--- src/rtl/core/rmt_pkg.sv ---
`default_nettype none

package rmt_pkg;

  typedef enum logic [2:0] {
    REQ_ACQUIRE   = 3'd0,
    REQ_FIND      = 3'd1,
    REQ_READ      = 3'd2,
    REQ_RELEASE   = 3'd3,
    REQ_NEXT_USED = 3'd4
  } req_t;

  typedef enum logic [1:0] {
    ST_OK        = 2'd0,
    ST_NOT_FOUND = 2'd1,
    ST_NO_SPACE  = 2'd2,
    ST_SATURATED = 2'd3
  } status_t;

  typedef enum logic [2:0] {
    S_IDLE,
    S_DISPATCH,
    S_LOOKUP,
    S_WALK,
    S_FINISH,
    S_MISS,
    S_NOTFOUND
  } state_t;

  typedef struct packed {
    status_t     status;
    logic [3:0]  index_out;
    logic [47:0] mac_out;
    logic [15:0] ref_count_out;
    logic [4:0]  total_used;
    logic        program_slot;
  } rsp_t;

  typedef struct packed {
    logic load;
    logic read;
    logic step;
    logic lookup;
    logic finish;
    logic miss;
    logic notfound;
  } ctrl_cmd_t;

  typedef struct packed {
    logic [2:0] op;
    logic       idx_ok;
    logic       start_ok;
    logic       hit;
    logic       scan_end;
    logic       ptr_done;
    logic       walk_hit;
    logic       walk_end;
    logic       out_free;
  } ctrl_stat_t;

endpackage

`default_nettype wire

--- src/rtl/core/rmt_if.sv ---
`default_nettype none

interface rmt_req_if;
  logic        valid;
  logic        ready;
  logic [2:0]  req_type;
  logic [47:0] mac;
  logic [7:0]  index;
  logic        scan_from_start;

  modport source (output valid, req_type, mac, index, scan_from_start, input ready);
  modport sink (input valid, req_type, mac, index, scan_from_start, output ready);
endinterface

interface rmt_rsp_if;
  logic        valid;
  logic        ready;
  logic [1:0]  status;
  logic [3:0]  index_out;
  logic [47:0] mac_out;
  logic [15:0] ref_count_out;
  logic [4:0]  total_used;
  logic        program_slot;

  modport source (output valid, status, index_out, mac_out, ref_count_out, total_used,
                  program_slot, input ready);
  modport sink (input valid, status, index_out, mac_out, ref_count_out, total_used,
                program_slot, output ready);
endinterface

`default_nettype wire

--- src/rtl/core/rmt_ctrl.sv ---
`default_nettype none

module rmt_ctrl (
  input  logic                clk,
  input  logic                rst,
  input  logic                in_valid,
  output logic                in_ready,
  input  rmt_pkg::ctrl_stat_t stat,
  output rmt_pkg::ctrl_cmd_t  cmd
);

  rmt_pkg::state_t state;
  rmt_pkg::state_t state_next;

  always_ff @(posedge clk) begin
    if (rst) begin
      state <= rmt_pkg::S_IDLE;
    end else begin
      state <= state_next;
    end
  end

  always_comb begin
    state_next = state;
    unique case (state)
      rmt_pkg::S_IDLE: begin
        if (in_valid) state_next = rmt_pkg::S_DISPATCH;
      end
      rmt_pkg::S_DISPATCH: begin
        unique case (stat.op) inside
          rmt_pkg::REQ_ACQUIRE, rmt_pkg::REQ_FIND: begin
            state_next = rmt_pkg::S_LOOKUP;
          end
          rmt_pkg::REQ_READ, rmt_pkg::REQ_RELEASE: begin
            state_next = stat.idx_ok ? rmt_pkg::S_FINISH : rmt_pkg::S_NOTFOUND;
          end
          rmt_pkg::REQ_NEXT_USED: begin
            state_next = stat.start_ok ? rmt_pkg::S_WALK : rmt_pkg::S_NOTFOUND;
          end
          default: begin
            state_next = rmt_pkg::S_NOTFOUND;
          end
        endcase
      end
      rmt_pkg::S_LOOKUP: begin
        if (stat.hit) state_next = rmt_pkg::S_FINISH;
        else if (stat.scan_end) state_next = rmt_pkg::S_MISS;
      end
      rmt_pkg::S_WALK: begin
        if (stat.walk_hit) state_next = rmt_pkg::S_FINISH;
        else if (stat.walk_end) state_next = rmt_pkg::S_NOTFOUND;
      end
      rmt_pkg::S_FINISH, rmt_pkg::S_MISS, rmt_pkg::S_NOTFOUND: begin
        if (stat.out_free) state_next = rmt_pkg::S_IDLE;
      end
      default: begin
        state_next = rmt_pkg::S_IDLE;
      end
    endcase
  end

  always_comb begin
    cmd      = '0;
    in_ready = 1'b0;
    unique case (state)
      rmt_pkg::S_IDLE: begin
        in_ready = 1'b1;
        cmd.load = in_valid;
      end
      rmt_pkg::S_DISPATCH: begin
        cmd.read = stat.idx_ok &&
                   (stat.op == rmt_pkg::REQ_READ || stat.op == rmt_pkg::REQ_RELEASE);
      end
      rmt_pkg::S_LOOKUP: begin
        cmd.lookup = 1'b1;
        // hold the read register once the matching slot sits in it or the last slot was read
        cmd.read   = !stat.ptr_done && !stat.hit;
      end
      rmt_pkg::S_WALK: begin
        cmd.read = stat.walk_hit;
        cmd.step = !stat.walk_hit && !stat.walk_end;
      end
      rmt_pkg::S_FINISH: begin
        cmd.finish = stat.out_free;
      end
      rmt_pkg::S_MISS: begin
        cmd.miss = stat.out_free;
      end
      rmt_pkg::S_NOTFOUND: begin
        cmd.notfound = stat.out_free;
      end
      default: begin
        cmd = '0;
      end
    endcase
  end

endmodule

`default_nettype wire

--- src/rtl/core/rmt_datapath.sv ---
`default_nettype none

module rmt_datapath #(
  parameter int ENTRIES  = 16,
  parameter int REF_BITS = 16
) (
  input  logic                clk,
  input  logic                rst,
  input  rmt_pkg::ctrl_cmd_t  cmd,
  output rmt_pkg::ctrl_stat_t stat,
  input  logic [2:0]          in_req_type,
  input  logic [47:0]         in_mac,
  input  logic [7:0]          in_index,
  input  logic                in_scan_from_start,
  output logic                rsp_valid,
  input  logic                rsp_ready,
  output rmt_pkg::rsp_t       rsp_data
);

  localparam int IW = $clog2(ENTRIES);
  localparam int UW = $clog2(ENTRIES + 1);
  localparam logic [IW-1:0] LAST = IW'(ENTRIES - 1);
  localparam logic [REF_BITS-1:0] REF_MAX = '1;
  localparam logic [8:0] ENTRIES_W = 9'(ENTRIES);

  // slot store, one read and one write per cycle
  logic [47:0]         mem_mac  [ENTRIES];
  logic [REF_BITS-1:0] mem_refs [ENTRIES];

  logic [ENTRIES-1:0]  slot_valid;
  logic [UW-1:0]       used_count;
  logic [UW-1:0]       used_next;

  logic [2:0]          req_op;
  logic [47:0]         req_mac;
  logic [7:0]          req_index;
  logic                req_from_start;

  logic [IW-1:0]       ptr;
  logic [IW-1:0]       ptr_init;
  logic                ptr_done;
  logic                live;
  logic                rd_vld;
  logic [IW-1:0]       rd_idx;
  logic [47:0]         rd_mac;
  logic [REF_BITS-1:0] rd_refs;
  logic                have_free;
  logic [IW-1:0]       free_idx;

  logic                we;
  logic [IW-1:0]       waddr;
  logic [47:0]         wmac;
  logic [REF_BITS-1:0] wrefs;
  logic                set_valid;
  logic                clr_valid;
  logic [REF_BITS-1:0] refs_inc;
  logic [REF_BITS-1:0] refs_dec;
  logic                load_out;
  logic [8:0]          in_index_inc;
  rmt_pkg::rsp_t       res;

  assign in_index_inc = {1'b0, in_index} + 9'd1;

  always_comb begin
    ptr_init = '0;
    if (in_req_type == rmt_pkg::REQ_READ || in_req_type == rmt_pkg::REQ_RELEASE) begin
      ptr_init = IW'(in_index);
    end else if (in_req_type == rmt_pkg::REQ_NEXT_USED && !in_scan_from_start) begin
      ptr_init = IW'(in_index_inc);
    end
  end

  always_ff @(posedge clk) begin
    if (cmd.load) begin
      req_op         <= in_req_type;
      req_mac        <= in_mac;
      req_index      <= in_index;
      req_from_start <= in_scan_from_start;
    end
  end

  always_ff @(posedge clk) begin
    if (rst) begin
      ptr       <= '0;
      ptr_done  <= 1'b0;
      live      <= 1'b0;
      have_free <= 1'b0;
    end else if (cmd.load) begin
      ptr       <= ptr_init;
      ptr_done  <= 1'b0;
      live      <= 1'b0;
      have_free <= 1'b0;
    end else begin
      if (cmd.read) begin
        live <= 1'b1;
        if (ptr == LAST) ptr_done <= 1'b1;
        else ptr <= ptr + IW'(1);
      end else if (cmd.step) begin
        ptr <= ptr + IW'(1);
      end
      // lowest empty slot seen during the lookup
      if (cmd.lookup && live && !rd_vld && !have_free) begin
        have_free <= 1'b1;
      end
    end
  end

  always_ff @(posedge clk) begin
    if (cmd.lookup && live && !rd_vld && !have_free) begin
      free_idx <= rd_idx;
    end
    if (cmd.read) begin
      rd_mac  <= mem_mac[ptr];
      rd_refs <= mem_refs[ptr];
      rd_idx  <= ptr;
      rd_vld  <= slot_valid[ptr];
    end
    if (we) begin
      mem_mac[waddr]  <= wmac;
      mem_refs[waddr] <= wrefs;
    end
  end

  assign stat.op       = req_op;
  assign stat.idx_ok   = ({1'b0, req_index} < ENTRIES_W) && slot_valid[req_index[IW-1:0]];
  assign stat.start_ok = req_from_start || (({1'b0, req_index} + 9'd1) < ENTRIES_W);
  assign stat.hit      = live && rd_vld && (rd_mac == req_mac);
  assign stat.scan_end = live && (rd_idx == LAST);
  assign stat.ptr_done = ptr_done;
  assign stat.walk_hit = slot_valid[ptr];
  assign stat.walk_end = (ptr == LAST);
  assign stat.out_free = !rsp_valid || rsp_ready;

  assign refs_inc = rd_refs + REF_BITS'(1);
  assign refs_dec = (rd_refs != '0) ? rd_refs - REF_BITS'(1) : '0;

  always_comb begin
    we        = 1'b0;
    waddr     = rd_idx;
    wmac      = rd_mac;
    wrefs     = rd_refs;
    set_valid = 1'b0;
    clr_valid = 1'b0;
    used_next = used_count;
    res.status        = rmt_pkg::ST_NOT_FOUND;
    res.index_out     = '0;
    res.mac_out       = '0;
    res.ref_count_out = '0;
    res.program_slot  = 1'b0;
    if (cmd.finish) begin
      res.status        = rmt_pkg::ST_OK;
      res.index_out     = 4'(rd_idx);
      res.mac_out       = rd_mac;
      res.ref_count_out = 16'(rd_refs);
      if (req_op == rmt_pkg::REQ_ACQUIRE) begin
        if (rd_refs == REF_MAX) begin
          res.status = rmt_pkg::ST_SATURATED;
        end else begin
          we                = 1'b1;
          wrefs             = refs_inc;
          res.ref_count_out = 16'(refs_inc);
        end
      end else if (req_op == rmt_pkg::REQ_RELEASE) begin
        we                = 1'b1;
        wrefs             = refs_dec;
        res.ref_count_out = 16'(refs_dec);
        if (refs_dec == '0) begin
          clr_valid = 1'b1;
          if (used_count != '0) used_next = used_count - UW'(1);
        end
      end
    end else if (cmd.miss && req_op == rmt_pkg::REQ_ACQUIRE) begin
      if (have_free) begin
        we                = 1'b1;
        waddr             = free_idx;
        wmac              = req_mac;
        wrefs             = REF_BITS'(1);
        set_valid         = 1'b1;
        used_next         = used_count + UW'(1);
        res.status        = rmt_pkg::ST_OK;
        res.index_out     = 4'(free_idx);
        res.mac_out       = req_mac;
        res.ref_count_out = 16'd1;
        res.program_slot  = 1'b1;
      end else begin
        res.status = rmt_pkg::ST_NO_SPACE;
      end
    end
    res.total_used = 5'(used_next);
  end

  always_ff @(posedge clk) begin
    if (rst) begin
      slot_valid <= '0;
      used_count <= '0;
    end else begin
      used_count <= used_next;
      if (set_valid) slot_valid[waddr] <= 1'b1;
      if (clr_valid) slot_valid[waddr] <= 1'b0;
    end
  end

  assign load_out = cmd.finish || cmd.miss || cmd.notfound;

  always_ff @(posedge clk) begin
    if (rst) begin
      rsp_valid <= 1'b0;
    end else if (load_out) begin
      rsp_valid <= 1'b1;
    end else if (rsp_ready) begin
      rsp_valid <= 1'b0;
    end
  end

  always_ff @(posedge clk) begin
    if (load_out) rsp_data <= res;
  end

endmodule

`default_nettype wire

--- src/rtl/core/refcounted_mac_table.sv ---
// channel  dir  beat contents
// req      in   req_type, mac, index, scan_from_start
// rsp      out  status, index_out, mac_out, ref_count_out, total_used, program_slot
//
// read, release, unknown request and a next-used start past the end pass from the
// dispatch state straight to the state that loads the result. acquire and find
// scan the slot store from entry 0 through its single read port, and next used
// walks the valid bits from its start, both at one entry per cycle.
// reset clears the valid bits, the used count and the controller; the slot store
// itself is not cleared. req is ready only between requests; a result still held
// in the output register stalls only the last step of the following request.
`default_nettype none

module refcounted_mac_table #(
  parameter int ENTRIES  = 16,
  parameter int REF_BITS = 16
) (
  input logic        clk,
  input logic        rst,
  rmt_req_if.sink    req,
  rmt_rsp_if.source  rsp
);

  rmt_pkg::ctrl_cmd_t  cmd;
  rmt_pkg::ctrl_stat_t stat;
  rmt_pkg::rsp_t       rsp_data;
  logic                rsp_valid;

  rmt_ctrl u_ctrl (
    .clk      (clk),
    .rst      (rst),
    .in_valid (req.valid),
    .in_ready (req.ready),
    .stat     (stat),
    .cmd      (cmd)
  );

  rmt_datapath #(
    .ENTRIES  (ENTRIES),
    .REF_BITS (REF_BITS)
  ) u_datapath (
    .clk                (clk),
    .rst                (rst),
    .cmd                (cmd),
    .stat               (stat),
    .in_req_type        (req.req_type),
    .in_mac             (req.mac),
    .in_index           (req.index),
    .in_scan_from_start (req.scan_from_start),
    .rsp_valid          (rsp_valid),
    .rsp_ready          (rsp.ready),
    .rsp_data           (rsp_data)
  );

  assign rsp.valid         = rsp_valid;
  assign rsp.status        = rsp_data.status;
  assign rsp.index_out     = rsp_data.index_out;
  assign rsp.mac_out       = rsp_data.mac_out;
  assign rsp.ref_count_out = rsp_data.ref_count_out;
  assign rsp.total_used    = rsp_data.total_used;
  assign rsp.program_slot  = rsp_data.program_slot;

endmodule

`default_nettype wire

--- src/flat_wrapper.sv ---
// flat-port wrapper written by rule: the top's interface ports become plain ports
module refcounted_mac_table_flat 
#(
  parameter int ENTRIES  = 16,
  parameter int REF_BITS = 16
)
  (clk, rst, req_valid, req_req_type, req_mac, req_index, req_scan_from_start, req_ready, rsp_valid, rsp_status, rsp_index_out, rsp_mac_out, rsp_ref_count_out, rsp_total_used, rsp_program_slot, rsp_ready);
  rmt_req_if req_i ();
  rmt_rsp_if rsp_i ();
  input logic clk;
  input logic rst;
  input wire logic [$bits(req_i.valid)-1:0] req_valid;
  input wire logic [$bits(req_i.req_type)-1:0] req_req_type;
  input wire logic [$bits(req_i.mac)-1:0] req_mac;
  input wire logic [$bits(req_i.index)-1:0] req_index;
  input wire logic [$bits(req_i.scan_from_start)-1:0] req_scan_from_start;
  output wire logic [$bits(req_i.ready)-1:0] req_ready;
  output wire logic [$bits(rsp_i.valid)-1:0] rsp_valid;
  output wire logic [$bits(rsp_i.status)-1:0] rsp_status;
  output wire logic [$bits(rsp_i.index_out)-1:0] rsp_index_out;
  output wire logic [$bits(rsp_i.mac_out)-1:0] rsp_mac_out;
  output wire logic [$bits(rsp_i.ref_count_out)-1:0] rsp_ref_count_out;
  output wire logic [$bits(rsp_i.total_used)-1:0] rsp_total_used;
  output wire logic [$bits(rsp_i.program_slot)-1:0] rsp_program_slot;
  input wire logic [$bits(rsp_i.ready)-1:0] rsp_ready;
  assign req_i.valid = req_valid;
  assign req_i.req_type = req_req_type;
  assign req_i.mac = req_mac;
  assign req_i.index = req_index;
  assign req_i.scan_from_start = req_scan_from_start;
  assign req_ready = req_i.ready;
  assign rsp_valid = rsp_i.valid;
  assign rsp_status = rsp_i.status;
  assign rsp_index_out = rsp_i.index_out;
  assign rsp_mac_out = rsp_i.mac_out;
  assign rsp_ref_count_out = rsp_i.ref_count_out;
  assign rsp_total_used = rsp_i.total_used;
  assign rsp_program_slot = rsp_i.program_slot;
  assign rsp_i.ready = rsp_ready;
  refcounted_mac_table #(.ENTRIES(ENTRIES), .REF_BITS(REF_BITS)) u_core (.clk(clk), .rst(rst), .req(req_i), .rsp(rsp_i));
endmodule
--- config.mk ---
export PLATFORM = sky130hd
export DESIGN_NAME = refcounted_mac_table_flat
export DESIGN_NICKNAME = d
export VERILOG_FILES = /design/src/rtl/core/rmt_pkg.sv /design/src/rtl/core/rmt_if.sv /design/src/rtl/core/rmt_ctrl.sv /design/src/rtl/core/rmt_datapath.sv /design/src/rtl/core/refcounted_mac_table.sv /design/src/flat_wrapper.sv
export SDC_FILE = /design/constraint.sdc
export NUM_CORES = 1
export LEC_CHECK = 0
export ABC_AREA = 0
export BUFFER_PORTS_ARGS = -buffer_cell sky130_fd_sc_hd__buf_4
export CELL_PAD_IN_SITES_DETAIL_PLACEMENT = 1
export CELL_PAD_IN_SITES_GLOBAL_PLACEMENT = 2
export CORE_ASPECT_RATIO = 0.8
export CORE_MARGIN = 5
export CORE_UTILIZATION = 40
export CTS_CLUSTER_SIZE = 12
export DETAILED_ROUTE_END_ITERATION = 7
export PLACE_DENSITY = 0.67
export SYNTH_ARGS = -nofsm -noshare
export SYNTH_HDL_FRONTEND = slang
export SYNTH_SLANG_ARGS = --single-unit
--- constraint.sdc ---
create_clock -name clk -period 11.8 [get_ports clk]
set_clock_uncertainty 0.2 [all_clocks]
set_input_delay 1.77 -clock clk [delete_from_list [all_inputs] [get_ports clk]]
set_output_delay 1.77 -clock clk [all_outputs]
set_load 0.005 [all_outputs]
==> results.toml <==
[outcome]
status = "finished, final reports clean"

[placed_design]
dp.cells = 4169
pre_cts_slack_ns = 5.70
dp_hpwl_mm = 74.9
gp_congestion = 0.822
place.port_buffers = 141

[worst_setup_path]
r2r-end = "u_core.u_datapath.mem_refs[0][7]"
reg2regPathDepth = 7
critPathMaxFanout = 74
cp_cell_sequence = "buf_4 -> nor2b_1 -> or4_4 -> inv_6 -> a31oi_1 -> nor3_2 -> buf_4 -> buf_4"
worst-r2r-setup-slack_ns = 6.72
worst-setup-path-type = "in2reg"
cpMostUsedCell = "buf_4"
cp.required_ns = 11.96
crit_family = "buffers and inverters"
crit_buf_inv = 4
slowest_delay_ns = 0.81
arrival_ns = 5.53
start_kind = "input port"
critPathSlowestCell = "or4_4"
crit_path_start = "rsp_ready"
endpoint_kind = "flop"
r2r_start = "u_core.u_datapath.req_op[1]"

[yosys]
yosys_warnings = 0
ys_ff_latch = 1265
synth_edf_count = 1233
ys_types = 72
synthesis.nets = 2520
syn_area_per_cell_um2 = 20.4
seq_area_frac_synth_pct = 75.4
syn-cell-area_mm2 = 0.0499
netlist_instances = 2449
synthFlopType = "edfxtp_1"
synthArstFlopShare_pct = 0

[grt]
grt_overflow = 0
antenna_found_initial = 1
track_usage_pct = 19.9
grt_pass1_wl_mm = 191
first_global_vias = 26600
grt_max_degree = 104

[power_and_ir_drop]
pwr-share-comb_pct = 20.8
power_leakage_uw = 0.0179
power.internal_uw = 8930
ir_drop_mv = 0.173
p_sw_uw = 3410
p_seq_share_pct = 46.4
power_uw = 12300
pwr_density_cell_mw_per_mm2 = 215
switching_share_pct = 27.7
clkPwrFrac_pct = 32.8

[clocking]
cts_buffers = 135
cts_hold_buf = 0
clockBufferDepth = 3
cts_setup_buffers = 0
clock-root-buffer = "clkbuf_16"
ctsResizeCount = 0
clock_sinks = 1265
clkLatencyLatePin_ns = 0.76
clk_pin_slew_ns = 0.06
cts_tree = "built"
htreeDepth = 4

[final_layout]
layout-drive-gt1-share_pct = 27.1
n_antenna_cell = 0
mostFrequentLayoutCell = "edfxtp_1"
final_core_util_pct = 46.0
layout_common_cells = "1233 x edfxtp_1, 326 x mux4_2, 200 x buf_4, 183 x nand2_1, 140 x clkbuf_16"
area_growth_pct = 14.7
final_cells = 4391
nets = 2725

[drt]
wl_per_cell_um = 29.8
vias_per_cell = 5.74
drtPass1Iterations = 5
vias = 25200
routed_wl_mm = 131
drt-initial-drc-count = 2410
drc = 0
antenna_left = 0

[floorplanning]
die_area_mm2 = 0.132
core-area_mm2 = 0.125
die_y_um = 326
num_rows = 116
io_pins = 142
die_x_um = 405
initial_core_util_pct = 40.1

[min_path]
holdPathEnd = "u_core.u_datapath.ptr_done"
min_from = "u_core.u_datapath.ptr_done"
whs_path_depth = 1
min_path_type = "reg2reg"

[timing]
rsz0062_at_grt = "no"
drv_slew = 0
finalSetupTns_ns = 0
finalCritPeriodShare_pct = 45.5
slew_headroom_pct = 23.1
max_freq_mhz = 186
hold_violations = 0
worstMarginPinSlew_ns = 1.15
timing.final.ws_setup_ns = 6.43
fin_crit_ns = 5.37
final-setup-viol-count = 0

[run]
drv_cap = 0
[state kept, by name, indices dropped and copies added, names as in the netlist, 4 cells and up]
register,flops
u_core.u_datapath.free_idx,4
u_core.u_datapath.mem_mac,768
u_core.u_datapath.mem_refs,256
u_core.u_datapath.ptr,4
u_core.u_datapath.rd_idx,4
u_core.u_datapath.rd_mac,48
u_core.u_datapath.rd_refs,16
u_core.u_datapath.req_index,8
u_core.u_datapath.req_mac,48
u_core.u_datapath.rsp_data,76
u_core.u_datapath.slot_valid,16
u_core.u_datapath.used_count,5
[per-stage QoR]
stage / hold WS (ns) / instance area, um2
global route: 0.350 / 57300
detailed placement: 0.310 / 53100
global placement: 0.307 / 53100
finish: 0.336 / 57300
floorplan: 0.206 / 49900
CTS: 0.323 / 57300
[final cells by class]
type                    instances  area, um2
clock buffers                 174       3630
clock inverters                48        531
fillers                     11400      67300
inverters                      18       75.1
multi-input cells            1032      11800
flip-flops and latches       1265      37700
well taps                    1652       2070
repair buffers                202       1540
[worst max-delay path by stage]
stage	endpoint	slack, ns	cells past startpoint
floorplan	u_core.u_datapath.mem_mac[0][0]	3.42	9
global placement	u_core.u_datapath.mem_mac[0][39]	5.81	8
detailed placement	u_core.u_datapath.mem_mac[0][39]	5.70	8
CTS	u_core.u_datapath.mem_mac[0][39]	6.50	8
global route	u_core.u_datapath.mem_mac[0][43]	6.28	8
finish	u_core.u_datapath.mem_refs[0][7]	6.43	8
[per-layer routing]
metal	part of all wire (%)	vias up	track usage [%]
met5	0	-	0
met4	1.5	0	4.64
met3	4.8	146	2.82
met2	48	761	32.0
met1	45	13800	29.0
li1	-	10600	-
[cell families after synthesis]
family	Yosys count	synth area share, %
muxes	338	15.0
DFF	1265	75.4
buffers and inverters	152	1.27
adders and majority gates	7	0.175
AOI/OAI and AO/OA	222	3.23
and+or+nand+nor	406	3.90
xor gates and xnor gates	59	1.03
[power groups by stage]
stage	clock [uW]	combinational [uW]	sequential [uW]
detailed placement	0	2620	5820
global placement	0	2560	5820
global route	4360	2760	5750
floorplan	0	1780	5670
CTS	4140	2630	5730
finish	4040	2570	5730
[synth_stat cells (all sizes together), types with 6 or more instances]
cell type	count	share of area (%)
xnor2	11	0.19
a31oi	17	0.29
and3	9	0.11
nand2b	8	0.10
o21a	8	0.12
nor2b	9	0.11
nand2	183	1.4
inv	16	0.12
clkbuf	78	0.59
or3	10	0.14
nor2	63	0.47
dfxtp	32	1.3
o21ai	29	0.29
xor2	48	0.84
nand3	24	0.24
nor4	20	0.32
o211ai	6	0.090
buf	56	0.55
ha	7	0.18
a211oi	21	0.32
edfxtp	1233	74
a21o	13	0.20
mux2i	7	0.14
and2	11	0.14
nand4	13	0.16
a22o	49	0.86
mux4	326	15
a21oi	45	0.47
nor3	33	0.33
[worst register-to-register path, stage by stage, from the launching register on]
cell and delay, ns:
edfxtp_1 0.45, or3_4 0.53, or4_4 0.78, inv_6 0.57
a31oi_1 0.48, nor3_2 0.25, buf_4 0.61, buf_4 0.77
No activity file was read; power rests on OpenSTA's default activity.
